[src/rtl/core/hdu_pkg.sv]
// ----------------------------------------------------------------------------
// hdu_pkg
// Shared types and constants of the half-duplex 8N1 UART.
// ----------------------------------------------------------------------------
package hdu_pkg;

    localparam int TICK_W     = 16;
    localparam int CFG_IDX_W  = 1;
    localparam int BYTE_W     = 8;
    localparam int FRAME_W    = 10;
    localparam int CNT_W      = 4;
    localparam int MODE_W     = 2;
    localparam int IN_TDATA_W  = 16;
    localparam int OUT_TDATA_W = 16;

    // configuration register indexes
    localparam logic [CFG_IDX_W-1:0] REG_BIT_TICKS  = 1'd0;
    localparam logic [CFG_IDX_W-1:0] REG_HALF_TICKS = 1'd1;

    localparam logic [TICK_W-1:0] BIT_TICKS_RST  = 16'd104;
    localparam logic [TICK_W-1:0] HALF_TICKS_RST = 16'd52;

    // line modes
    localparam logic [MODE_W-1:0] MODE_IDLE = 2'd0;
    localparam logic [MODE_W-1:0] MODE_TX   = 2'd1;
    localparam logic [MODE_W-1:0] MODE_RX   = 2'd2;

    localparam logic [CNT_W-1:0]   TX_STEPS    = 4'd11;
    localparam logic [CNT_W-1:0]   RX_SAMPLES  = 4'd10;
    localparam logic [FRAME_W-1:0] FRAME_MASK  = 10'h201;
    localparam logic [FRAME_W-1:0] STOP_MARK   = 10'h200;

    typedef struct packed {
        logic [BYTE_W-1:0] send_byte;
        logic              send;
        logic              rx_level;
    } item_t;

    typedef struct packed {
        logic [BYTE_W-1:0] rx_byte;
        logic              rx_valid;
        logic              rx_busy;
        logic              tx_busy;
        logic              tx_level;
    } result_t;

endpackage

[src/rtl/core/hdu_in_stage.sv]
// ----------------------------------------------------------------------------
// hdu_in_stage
// Input register: holds one tick item until the core consumes it.
// ----------------------------------------------------------------------------
module hdu_in_stage
    import hdu_pkg::*;
(
    input  logic                  clk,
    input  logic                  rst_n,
    input  logic                  s_tvalid,
    output logic                  s_tready,
    input  logic [IN_TDATA_W-1:0] s_tdata,
    input  logic                  advance,   // core consumes the held item
    output logic                  item_vld,
    output item_t                 item
);

    logic  vld_reg;
    logic  vld_next;
    item_t item_reg;

    assign s_tready = !vld_reg || advance;
    assign vld_next = s_tready ? s_tvalid : vld_reg;

    always_ff @(posedge clk or negedge rst_n)
    begin
        if (!rst_n)
        begin
            vld_reg <= 1'b0;
        end
        else
        begin
            vld_reg <= vld_next;
        end
    end

    always_ff @(posedge clk)
    begin
        if (s_tvalid && s_tready)
        begin
            item_reg <= s_tdata[$bits(item_t)-1:0];
        end
    end

    assign item_vld = vld_reg;
    assign item     = item_reg;

endmodule

[src/rtl/core/hdu_core.sv]
// ----------------------------------------------------------------------------
// hdu_core
// Bit timer, transmit framer and receive sampler; one tick per consumed item.
// ----------------------------------------------------------------------------
module hdu_core
    import hdu_pkg::*;
(
    input  logic                 clk,
    input  logic                 rst_n,
    input  logic                 cfg_we,
    input  logic [CFG_IDX_W-1:0] cfg_index,
    input  logic [TICK_W-1:0]    cfg_data,
    input  logic                 advance,
    input  item_t                item,
    output result_t              result
);

    logic [TICK_W-1:0]  bit_ticks_reg;
    logic [TICK_W-1:0]  half_ticks_reg;

    logic [MODE_W-1:0]  mode_reg,     mode_next;
    logic [TICK_W-1:0]  tick_reg,     tick_next;
    logic [CNT_W-1:0]   left_reg,     left_next;
    logic [FRAME_W-1:0] tx_shift_reg, tx_shift_next;
    logic [FRAME_W-1:0] rx_shift_reg, rx_shift_next;
    logic               line_reg,     line_next;
    logic               prev_reg,     prev_next;
    logic [BYTE_W-1:0]  hold_reg,     hold_next;

    logic [TICK_W-1:0]  interval;
    logic [TICK_W:0]    tick_inc;
    logic               fire;
    logic [CNT_W-1:0]   left_dec;
    logic               good;

    always_ff @(posedge clk or negedge rst_n)
    begin
        if (!rst_n)
        begin
            bit_ticks_reg  <= BIT_TICKS_RST;
            half_ticks_reg <= HALF_TICKS_RST;
        end
        else if (cfg_we)
        begin
            unique case (cfg_index)
                REG_BIT_TICKS:  bit_ticks_reg  <= cfg_data;
                REG_HALF_TICKS: half_ticks_reg <= cfg_data;
                default:        bit_ticks_reg  <= bit_ticks_reg;
            endcase
        end
    end

    // first receive interval runs to the middle of the start bit
    assign interval = (mode_reg == MODE_RX && left_reg == RX_SAMPLES) ? half_ticks_reg
                                                                      : bit_ticks_reg;
    assign tick_inc = {1'b0, tick_reg} + {{TICK_W{1'b0}}, 1'b1};
    assign fire     = tick_inc >= {1'b0, interval};
    assign left_dec = (left_reg != '0) ? left_reg - 1'b1 : left_reg;

    always_comb
    begin
        mode_next     = mode_reg;
        tick_next     = tick_reg;
        left_next     = left_reg;
        tx_shift_next = tx_shift_reg;
        rx_shift_next = rx_shift_reg;
        line_next     = line_reg;
        hold_next     = hold_reg;
        prev_next     = item.rx_level;
        good          = 1'b0;

        if (mode_reg != MODE_RX && prev_reg && !item.rx_level)
        begin
            // start edge: abort any send, begin reception
            mode_next     = MODE_RX;
            line_next     = 1'b1;
            tick_next     = '0;
            rx_shift_next = '0;
            left_next     = RX_SAMPLES;
        end
        else if (mode_reg == MODE_RX)
        begin
            tick_next = fire ? '0 : tick_inc[TICK_W-1:0];
            if (fire)
            begin
                rx_shift_next = {item.rx_level, rx_shift_reg[FRAME_W-1:1]};
                left_next     = left_dec;
                if (left_dec == '0)
                begin
                    mode_next = MODE_IDLE;
                    if ((rx_shift_next & FRAME_MASK) == STOP_MARK)
                    begin
                        hold_next = rx_shift_next[BYTE_W:1];
                        good      = 1'b1;
                    end
                end
            end
        end
        else if (mode_reg == MODE_TX)
        begin
            tick_next = fire ? '0 : tick_inc[TICK_W-1:0];
            if (fire)
            begin
                // first event is a guard bit time with the line left high
                if (left_reg != TX_STEPS)
                begin
                    line_next     = tx_shift_reg[0];
                    tx_shift_next = {1'b0, tx_shift_reg[FRAME_W-1:1]};
                end
                left_next = left_dec;
                if (left_dec == '0)
                begin
                    mode_next = MODE_IDLE;
                end
            end
        end
        else
        begin
            mode_next = MODE_IDLE;
            if (item.send)
            begin
                mode_next     = MODE_TX;
                tx_shift_next = {1'b1, item.send_byte, 1'b0};
                left_next     = TX_STEPS;
                tick_next     = '0;
                line_next     = 1'b1;
            end
        end
    end

    always_ff @(posedge clk or negedge rst_n)
    begin
        if (!rst_n)
        begin
            mode_reg     <= MODE_IDLE;
            tick_reg     <= '0;
            left_reg     <= '0;
            tx_shift_reg <= '0;
            rx_shift_reg <= '0;
            line_reg     <= 1'b1;
            prev_reg     <= 1'b1;
            hold_reg     <= '0;
        end
        else if (advance)
        begin
            mode_reg     <= mode_next;
            tick_reg     <= tick_next;
            left_reg     <= left_next;
            tx_shift_reg <= tx_shift_next;
            rx_shift_reg <= rx_shift_next;
            line_reg     <= line_next;
            prev_reg     <= prev_next;
            hold_reg     <= hold_next;
        end
    end

    assign result.tx_level = line_next;
    assign result.tx_busy  = (mode_next == MODE_TX);
    assign result.rx_busy  = (mode_next == MODE_RX);
    assign result.rx_valid = good;
    assign result.rx_byte  = hold_next;

endmodule

[src/rtl/core/hdu_out_stage.sv]
// ----------------------------------------------------------------------------
// hdu_out_stage
// Result register towards the master side; frees itself as it is taken.
// ----------------------------------------------------------------------------
module hdu_out_stage
    import hdu_pkg::*;
(
    input  logic                   clk,
    input  logic                   rst_n,
    input  logic                   item_vld,
    input  result_t                result,
    output logic                   advance,
    output logic                   m_tvalid,
    input  logic                   m_tready,
    output logic [OUT_TDATA_W-1:0] m_tdata
);

    logic    vld_reg;
    logic    vld_next;
    result_t res_reg;
    logic    room;

    assign room     = !vld_reg || m_tready;
    assign advance  = item_vld && room;
    assign vld_next = room ? item_vld : vld_reg;

    always_ff @(posedge clk or negedge rst_n)
    begin
        if (!rst_n)
        begin
            vld_reg <= 1'b0;
        end
        else
        begin
            vld_reg <= vld_next;
        end
    end

    always_ff @(posedge clk)
    begin
        if (advance)
        begin
            res_reg <= result;
        end
    end

    assign m_tvalid = vld_reg;
    assign m_tdata  = {{(OUT_TDATA_W - $bits(result_t)){1'b0}}, res_reg};

endmodule

[src/rtl/core/half_duplex_uart_8n1.sv]
// ----------------------------------------------------------------------------
// half_duplex_uart_8n1
// Tick-stepped half-duplex 8N1 UART: each slave transaction is one timer tick.
//
//  channel   dir  handshake           content
//  s_*       in   tvalid/tready       tick item: receive level, send request, byte
//  m_*       out  tvalid/tready       line state after the tick
//  cfg_*     in   write enable only   bit_ticks (0), half_bit_ticks (1)
//
//  One transaction per clock while m_tready keeps the result register free;
//  each result passes the input register, then the result register, to m_*.
//  The tick logic between the two registers is one 16-bit add and compare.
//  Reset (rst_n, async) clears both stages and puts the line at idle mark.
//  A stalled master side holds the result and freezes the core; with the
//  input register full s_tready drops in the same cycle, with it empty one
//  more transaction is taken first.
// ----------------------------------------------------------------------------
module half_duplex_uart_8n1
    import hdu_pkg::*;
(
    input  logic                   clk,
    input  logic                   rst_n,
    // configuration writes
    input  logic                   cfg_we,
    input  logic [CFG_IDX_W-1:0]   cfg_index,
    input  logic [TICK_W-1:0]      cfg_data,
    // tick items
    input  logic                   s_tvalid,
    output logic                   s_tready,
    input  logic [IN_TDATA_W-1:0]  s_tdata,   // rx_level, send, send_byte[7:0], zero pad
    // per-tick results
    output logic                   m_tvalid,
    input  logic                   m_tready,
    output logic [OUT_TDATA_W-1:0] m_tdata    // tx_level, tx_busy, rx_busy, rx_valid,
                                              // rx_byte[7:0], zero pad
);

    item_t   item;
    logic    item_vld;
    logic    advance;   // held item processed and result register loaded
    result_t result;

    hdu_in_stage u_in
    (
        .clk      (clk),
        .rst_n    (rst_n),
        .s_tvalid (s_tvalid),
        .s_tready (s_tready),
        .s_tdata  (s_tdata),
        .advance  (advance),
        .item_vld (item_vld),
        .item     (item)
    );

    // timer, framer and sampler state advance only on a consumed tick
    hdu_core u_core
    (
        .clk       (clk),
        .rst_n     (rst_n),
        .cfg_we    (cfg_we),
        .cfg_index (cfg_index),
        .cfg_data  (cfg_data),
        .advance   (advance),
        .item      (item),
        .result    (result)
    );

    hdu_out_stage u_out
    (
        .clk      (clk),
        .rst_n    (rst_n),
        .item_vld (item_vld),
        .result   (result),
        .advance  (advance),
        .m_tvalid (m_tvalid),
        .m_tready (m_tready),
        .m_tdata  (m_tdata)
    );

endmodule

[config.mk]
export PLATFORM = sky130hd
export DESIGN_NAME = half_duplex_uart_8n1
export DESIGN_NICKNAME = d
export VERILOG_FILES = /design/src/rtl/core/hdu_pkg.sv /design/src/rtl/core/hdu_in_stage.sv /design/src/rtl/core/hdu_core.sv /design/src/rtl/core/hdu_out_stage.sv /design/src/rtl/core/half_duplex_uart_8n1.sv
export SDC_FILE = /design/constraint.sdc
export NUM_CORES = 1
export LEC_CHECK = 0
export ABC_CLOCK_PERIOD_IN_PS = 4600
export BUFFER_PORTS_ARGS = -buffer_cell sky130_fd_sc_hd__clkbuf_2
export CAP_MARGIN = 30
export CORE_ASPECT_RATIO = 0.8
export CORE_MARGIN = 4
export CORE_UTILIZATION = 59
export DETAILED_ROUTE_END_ITERATION = 8
export PLACE_DENSITY = 0.78
export SLEW_MARGIN = 40
export SYNTH_ARGS = -nofsm -noshare
export SYNTH_HDL_FRONTEND = slang
export SYNTH_SLANG_ARGS = --single-unit
[constraint.sdc]
create_clock -name clk -period 4.6 [get_ports clk]
set_clock_uncertainty 0.2 [all_clocks]
set_input_delay 0.23 -clock clk [delete_from_list [all_inputs] [get_ports clk]]
set_output_delay 0.23 -clock clk [all_outputs]
set_load 0.05 [all_outputs]
After elaboration in Yosys (flattened, before gate mapping). Index checks and enable logic that the tools add are counted. Widths: inputs -> output; s select.

Reductions and logical operators: 22. Equality and inequality tests: 10. $lt $le $gt $ge: 1. Bitwise logic cells: 5. Muxes and demuxes: 37. Add/subtract/negate cells: 2.

Operators by type and width (number): $mux 16 (6); $mux 10 (7); $mux 8 (5); $mux 4 (6); $add 16x1->17 const B (1); $ge 17x16->1 (1); $mux 2 (5); $mux 1 (8); $reduce_bool 4->1 (2); $eq 2x2->1 const B (3); $reduce_and 2->1 (3); $reduce_and 6->1 (1); $reduce_bool 2->1 (3); $logic_and 1x1->1 (5); $not 1->1 (5); $eq 2x1->1 const B (2); $eq 4x4->1 const B (1); $logic_not 4->1 (1); $ne 2x2->1 const B (2); $ne 4x4->1 const B (1); $reduce_or 4->1 (1); $sub 4x1->4 const B (1); $logic_not 1->1 (3); $reduce_and 3->1 (1); other kinds (2) (3).

Output and inout port bits: 18. Word-level logic and storage cells: 97. Input port bits: 38. Bits in registers: 108.

Depth between registers and ports, before layout.
Word-level depth: 9. Gate-level depth with buffers: 16. Mapped depth without buffers: 14.

By module. Synthesis repeated with hierarchy kept, for this count alone.

Cells, all modules: 456. Area, all modules: 5442.7 µm².

Modules (own cells, without submodules): hdu_core (instances 1, area an instance 4650.7 µm², seq. area each 2087.0 µm², cells each 421); hdu_out_stage (instances 1, area an instance 437.9 µm², seq. area each 385.4 µm², cells each 21); hdu_in_stage (instances 1, area an instance 354.1 µm², seq. area each 325.3 µm², cells each 14).

Least setup slack after synthesis. OpenSTA, ideal clock, no wires.

Kind: register to register. Start point: register u_core.mode_reg[1]. End point: register u_out.res_reg (netlist bit u_out.m_tdata[10]) (data pin). Period minus slack after synthesis: 3.942 ns. Arrival time: 3.483 ns. Path slack: 0.658 ns. Data required time: 4.140 ns. Stages on the path, launching flop included: 14. Library setup time: 0.260 ns. Path buffers: 3. Cells stage by stage: dfrtp_1 nor2b_1 clkbuf_1 nand3_1 clkbuf_1 mux2i_1 ha_1 a211oi_1 nor2_1 o41a_1 or2_1 buf_6 nand3_4 mux2_2.

RTL lines: start, declared (line hdu_core.sv:21) `logic [MODE_W-1:0] mode_reg, mode_next;`; start signal, assigned (line hdu_core.sv:146) `mode_reg <= mode_next;`; end signal, assigned (line hdu_out_stage.sv:43) `res_reg <= result;`; end, declared (line hdu_out_stage.sv:20) `result_t res_reg;`.

==> results.py <==
metrics = {
    "worst_hold_path": {
        "min_path_cells": 2,
        "timing.hold.worst.class": "reg -> reg",
        "worstHoldStart": "u_core.prev_reg",
        "holdPathEnd": "u_core.prev_reg",
    },
    "layout": {
        "nFillCells": 596,
        "drive_gt1_share_pct": 25.4,
        "nets": 580,
        "post-route-util_pct": 72.3,
        "diodes": 0,
        "multiInputGateArea_mm2": 0.00241,
        "regArea_mm2": 0.00280,
        "syn_to_final_growth_pct": 17.0,
    },
    "timing": {
        "clock.fmax_mhz": 242,
        "finalHoldViolCount": 0,
        "slew_headroom_pct": 49.0,
        "finalSetupViolCount": 0,
        "tightest_slew_ps": 764,
        "rsz0062_at_grt": "no",
        "slew_viol_final": 0,
        "period_share_pct": 89.9,
        "setup_tns_ps": 0,
        "min_period_ps": 4130,
    },
    "route": {
        "drt-vias-per-instance": 6.04,
        "vias": 3857,
        "routed_wirelength_um": 11000,
        "drt-initial-drc-count": 260,
        "drtAntennaViolNets": 0,
        "drc": 0,
        "wire_per_inst_um": 17.2,
        "firstDrtPassIters": 5,
    },
    "critical_path": {
        "crit_family": "simple AND/OR/NAND/NOR gates",
        "cp-end-kind": "flip-flop",
        "cpPeakStageDelay_ps": 430,
        "cp.depth": 14,
        "cp_cell_sequence": "and4_1 > and4_1 > and2_1 > nand3_1 > nor2_1 > xor2_1 > ha_1 > nand3_1 > nor4_1 > a221oi_1 > o211ai_2 > or2_1 > nand3_4 > mux2_2",
        "r2r_start": "u_core.tick_reg[2]",
        "critPathMaxFanout": 9,
        "cp-start-kind": "flip-flop",
        "worst-setup-path-type": "reg -> reg",
        "arrival_ps": 4030,
        "crit_buf_inv": 0,
        "r2r_cells": 14,
        "slowest_stage": "dfrtp_1",
        "rrSetupSlack_ps": 470,
        "rr_endpoint": "u_out.m_tdata[11]",
        "cp_data_required_time_ps": 4500,
    },
    "grt": {
        "grt_pass1_vias": 3969,
        "grt_overflow": 0,
        "grt_pass1_wl_um": 19100,
        "grt_antenna_before_repair": 0,
        "grt_usage_pct": 22.6,
        "grt_max_degree": 86,
    },
    "die": {
        "core-area_mm2": 0.00863,
        "die_y_um": 93.0,
        "num_rows": 30,
        "initial_core_util_pct": 61.8,
        "io-pin-count": 56,
        "die_area_mm2": 0.0106,
        "die_w_um": 114,
    },
    "yosys": {
        "synthTopCellsByArea": "dfrtp_1, edfxtp_1, mux2_2",
        "yosys.area.top_type": "dfrtp_1",
        "netlist_area_mm2": 0.00533,
        "synth_seq_area_share_pct": 52.5,
        "synth.distinct_cells": 59,
        "synth_flop_cell": "dfrtp_1",
        "yosys_warnings": 0,
        "synth_seq_cells": 107,
        "synth_cells": 449,
        "synth-edff-count": 22,
        "synth.avg_cell_area_um2": 11.9,
        "synthDominantCellAreaShare_pct": 36.1,
        "async_flop_share_pct": 79.4,
    },
    "clock_network": {
        "clock-sinks": 107,
        "cts_setup_buffers": 0,
        "clkTransAtPathRegs_ps": 70,
        "insertion_delay_ps": 340,
        "cts_tree": "built",
        "clockRootBuffer": "clkbuf_16",
        "numCtsBuffers": 9,
        "cts-htree-levels": 3,
        "cts_buffer_depth": 2,
    },
    "place": {
        "gp_congestion": 0.838,
        "dp_hpwl_um": 7270,
        "port_buffers": 45,
    },
    "run_status": {
        "status": "complete, no violations",
    },
    "pwr": {
        "power.density_mw_per_mm2": 426,
        "p_total_mw": 2.66,
        "power_leakage_nw": 2.76,
        "vdd_drop_max_mv": 0.301,
    },
    "run": {
        "maxCapViolCount": 0,
    },
}
-- stage by stage --
step	setup WS [ps]	hold WS [ps]	instance area (um^2)	instances
2_1_floorplan	658	-266	5350	452
3_3_place_gp	581	207	5650	593
3_5_place_dp	463	143	5660	593
4_1_cts	440	281	6240	639
5_1_grt	186	295	6240	639
6_report	465	272	6240	639
-- timing repair --
item | 4_1_cts | 5_1_grt
hold buffers | 30 | 0
hold endpoints to repair | 121 | 0
setup endpoints to repair | 0 | 0
gates resized for setup | 0 | 0
-- cells by family after synthesis --
kind of cell	share of synthesized area, %
muxes	13.3
other	0.0703
buffers and inverters	2.79
DFF	52.5
and+or+nand+nor	12.0
xor gates and xnor gates	2.46
AOI/OAI and AO/OA	12.2
adders and majority gates	4.69
-- cells in the final DEF (no fill, tap or decap), types with 5 or more instances in the layout --
| master | instances |
|---|---|
| a31oi_1 | 5 |
| buf_4 | 6 |
| mux2_2 | 49 |
| o22ai_1 | 10 |
| xnor2_1 | 11 |
| nor2b_1 | 5 |
| o211ai_1 | 11 |
| inv_1 | 9 |
| o21ai_0 | 16 |
| a21oi_1 | 8 |
| nand2_1 | 28 |
| nor2_1 | 12 |
| ha_1 | 20 |
| dfstp_2 | 8 |
| a32o_1 | 11 |
| clkbuf_2 | 44 |
| nand3_1 | 31 |
| nand4_1 | 5 |
| a2bb2oi_1 | 8 |
| edfxtp_1 | 22 |
| mux2i_1 | 16 |
| nand2b_1 | 10 |
| clkbuf_16 | 9 |
| dfrtp_1 | 77 |
| dlygate4sd3_1 | 30 |
-- Yosys cell counts, drive strengths merged (10+ instances only) --
| cell type | instances |
|---|---|
| o211ai | 12 |
| clkbuf | 12 |
| nand2b | 10 |
| nand3 | 33 |
| mux2i | 16 |
| a32o | 11 |
| dfrtp | 77 |
| buf | 10 |
| nand2 | 28 |
| o22ai | 10 |
| mux2 | 49 |
| inv | 10 |
| ha | 20 |
| o21ai | 19 |
| xnor2 | 11 |
| nor2 | 15 |
| edfxtp | 22 |
-- layer usage --
layer,wire [um],up-vias,GRT usage [%],part of all wire [%]
met4,231,0,8.11,2.1
li1,-,1823,-,-
met2,5460,116,36.8,50
met1,4720,1892,29.6,43
met3,609,26,5.63,5.5
met5,0,-,0,0
-- worst reg2reg max path: cells and delay by family (launching register included) --
kind | cells | cell delay, ps
compound gates | 2 | 530
xor+xnor | 1 | 190
fa+ha+maj | 1 | 270
flops | 1 | 430
mux | 1 | 360
simple gates | 9 | 1910
-- how the worst max path moves through the flow --
stage / start / endpoint / slack, ps
global placement: u_core.tick_reg[2] / u_out.m_tdata[4] / 580
global route: u_core.tick_reg[3] / u_out.m_tdata[7] / 190
finish: u_core.tick_reg[2] / u_out.m_tdata[11] / 470
floorplan: u_core.mode_reg[1] / u_out.m_tdata[10] / 660
detailed placement: u_core.tick_reg[2] / u_out.m_tdata[11] / 460
CTS: u_core.tick_reg[2] / u_out.m_tdata[11] / 440
-- final cells by class --
cell class | instances | area share [%]
clock buffer | 10 | 3.83
clock inverter | 6 | 0.662
timing repair buffer | 81 | 9.28
inverter | 10 | 0.601
tap | 112 | 2.25
sequential | 107 | 44.8
multi-input combinational | 313 | 38.6
-- where the power goes --
group	total, mW	internal, mW	switching, mW
sequential	1.28	1.14	0.138
combinational	0.660	0.276	0.384
clock	0.724	0.381	0.343
Power figures use the tool's default switching activity.
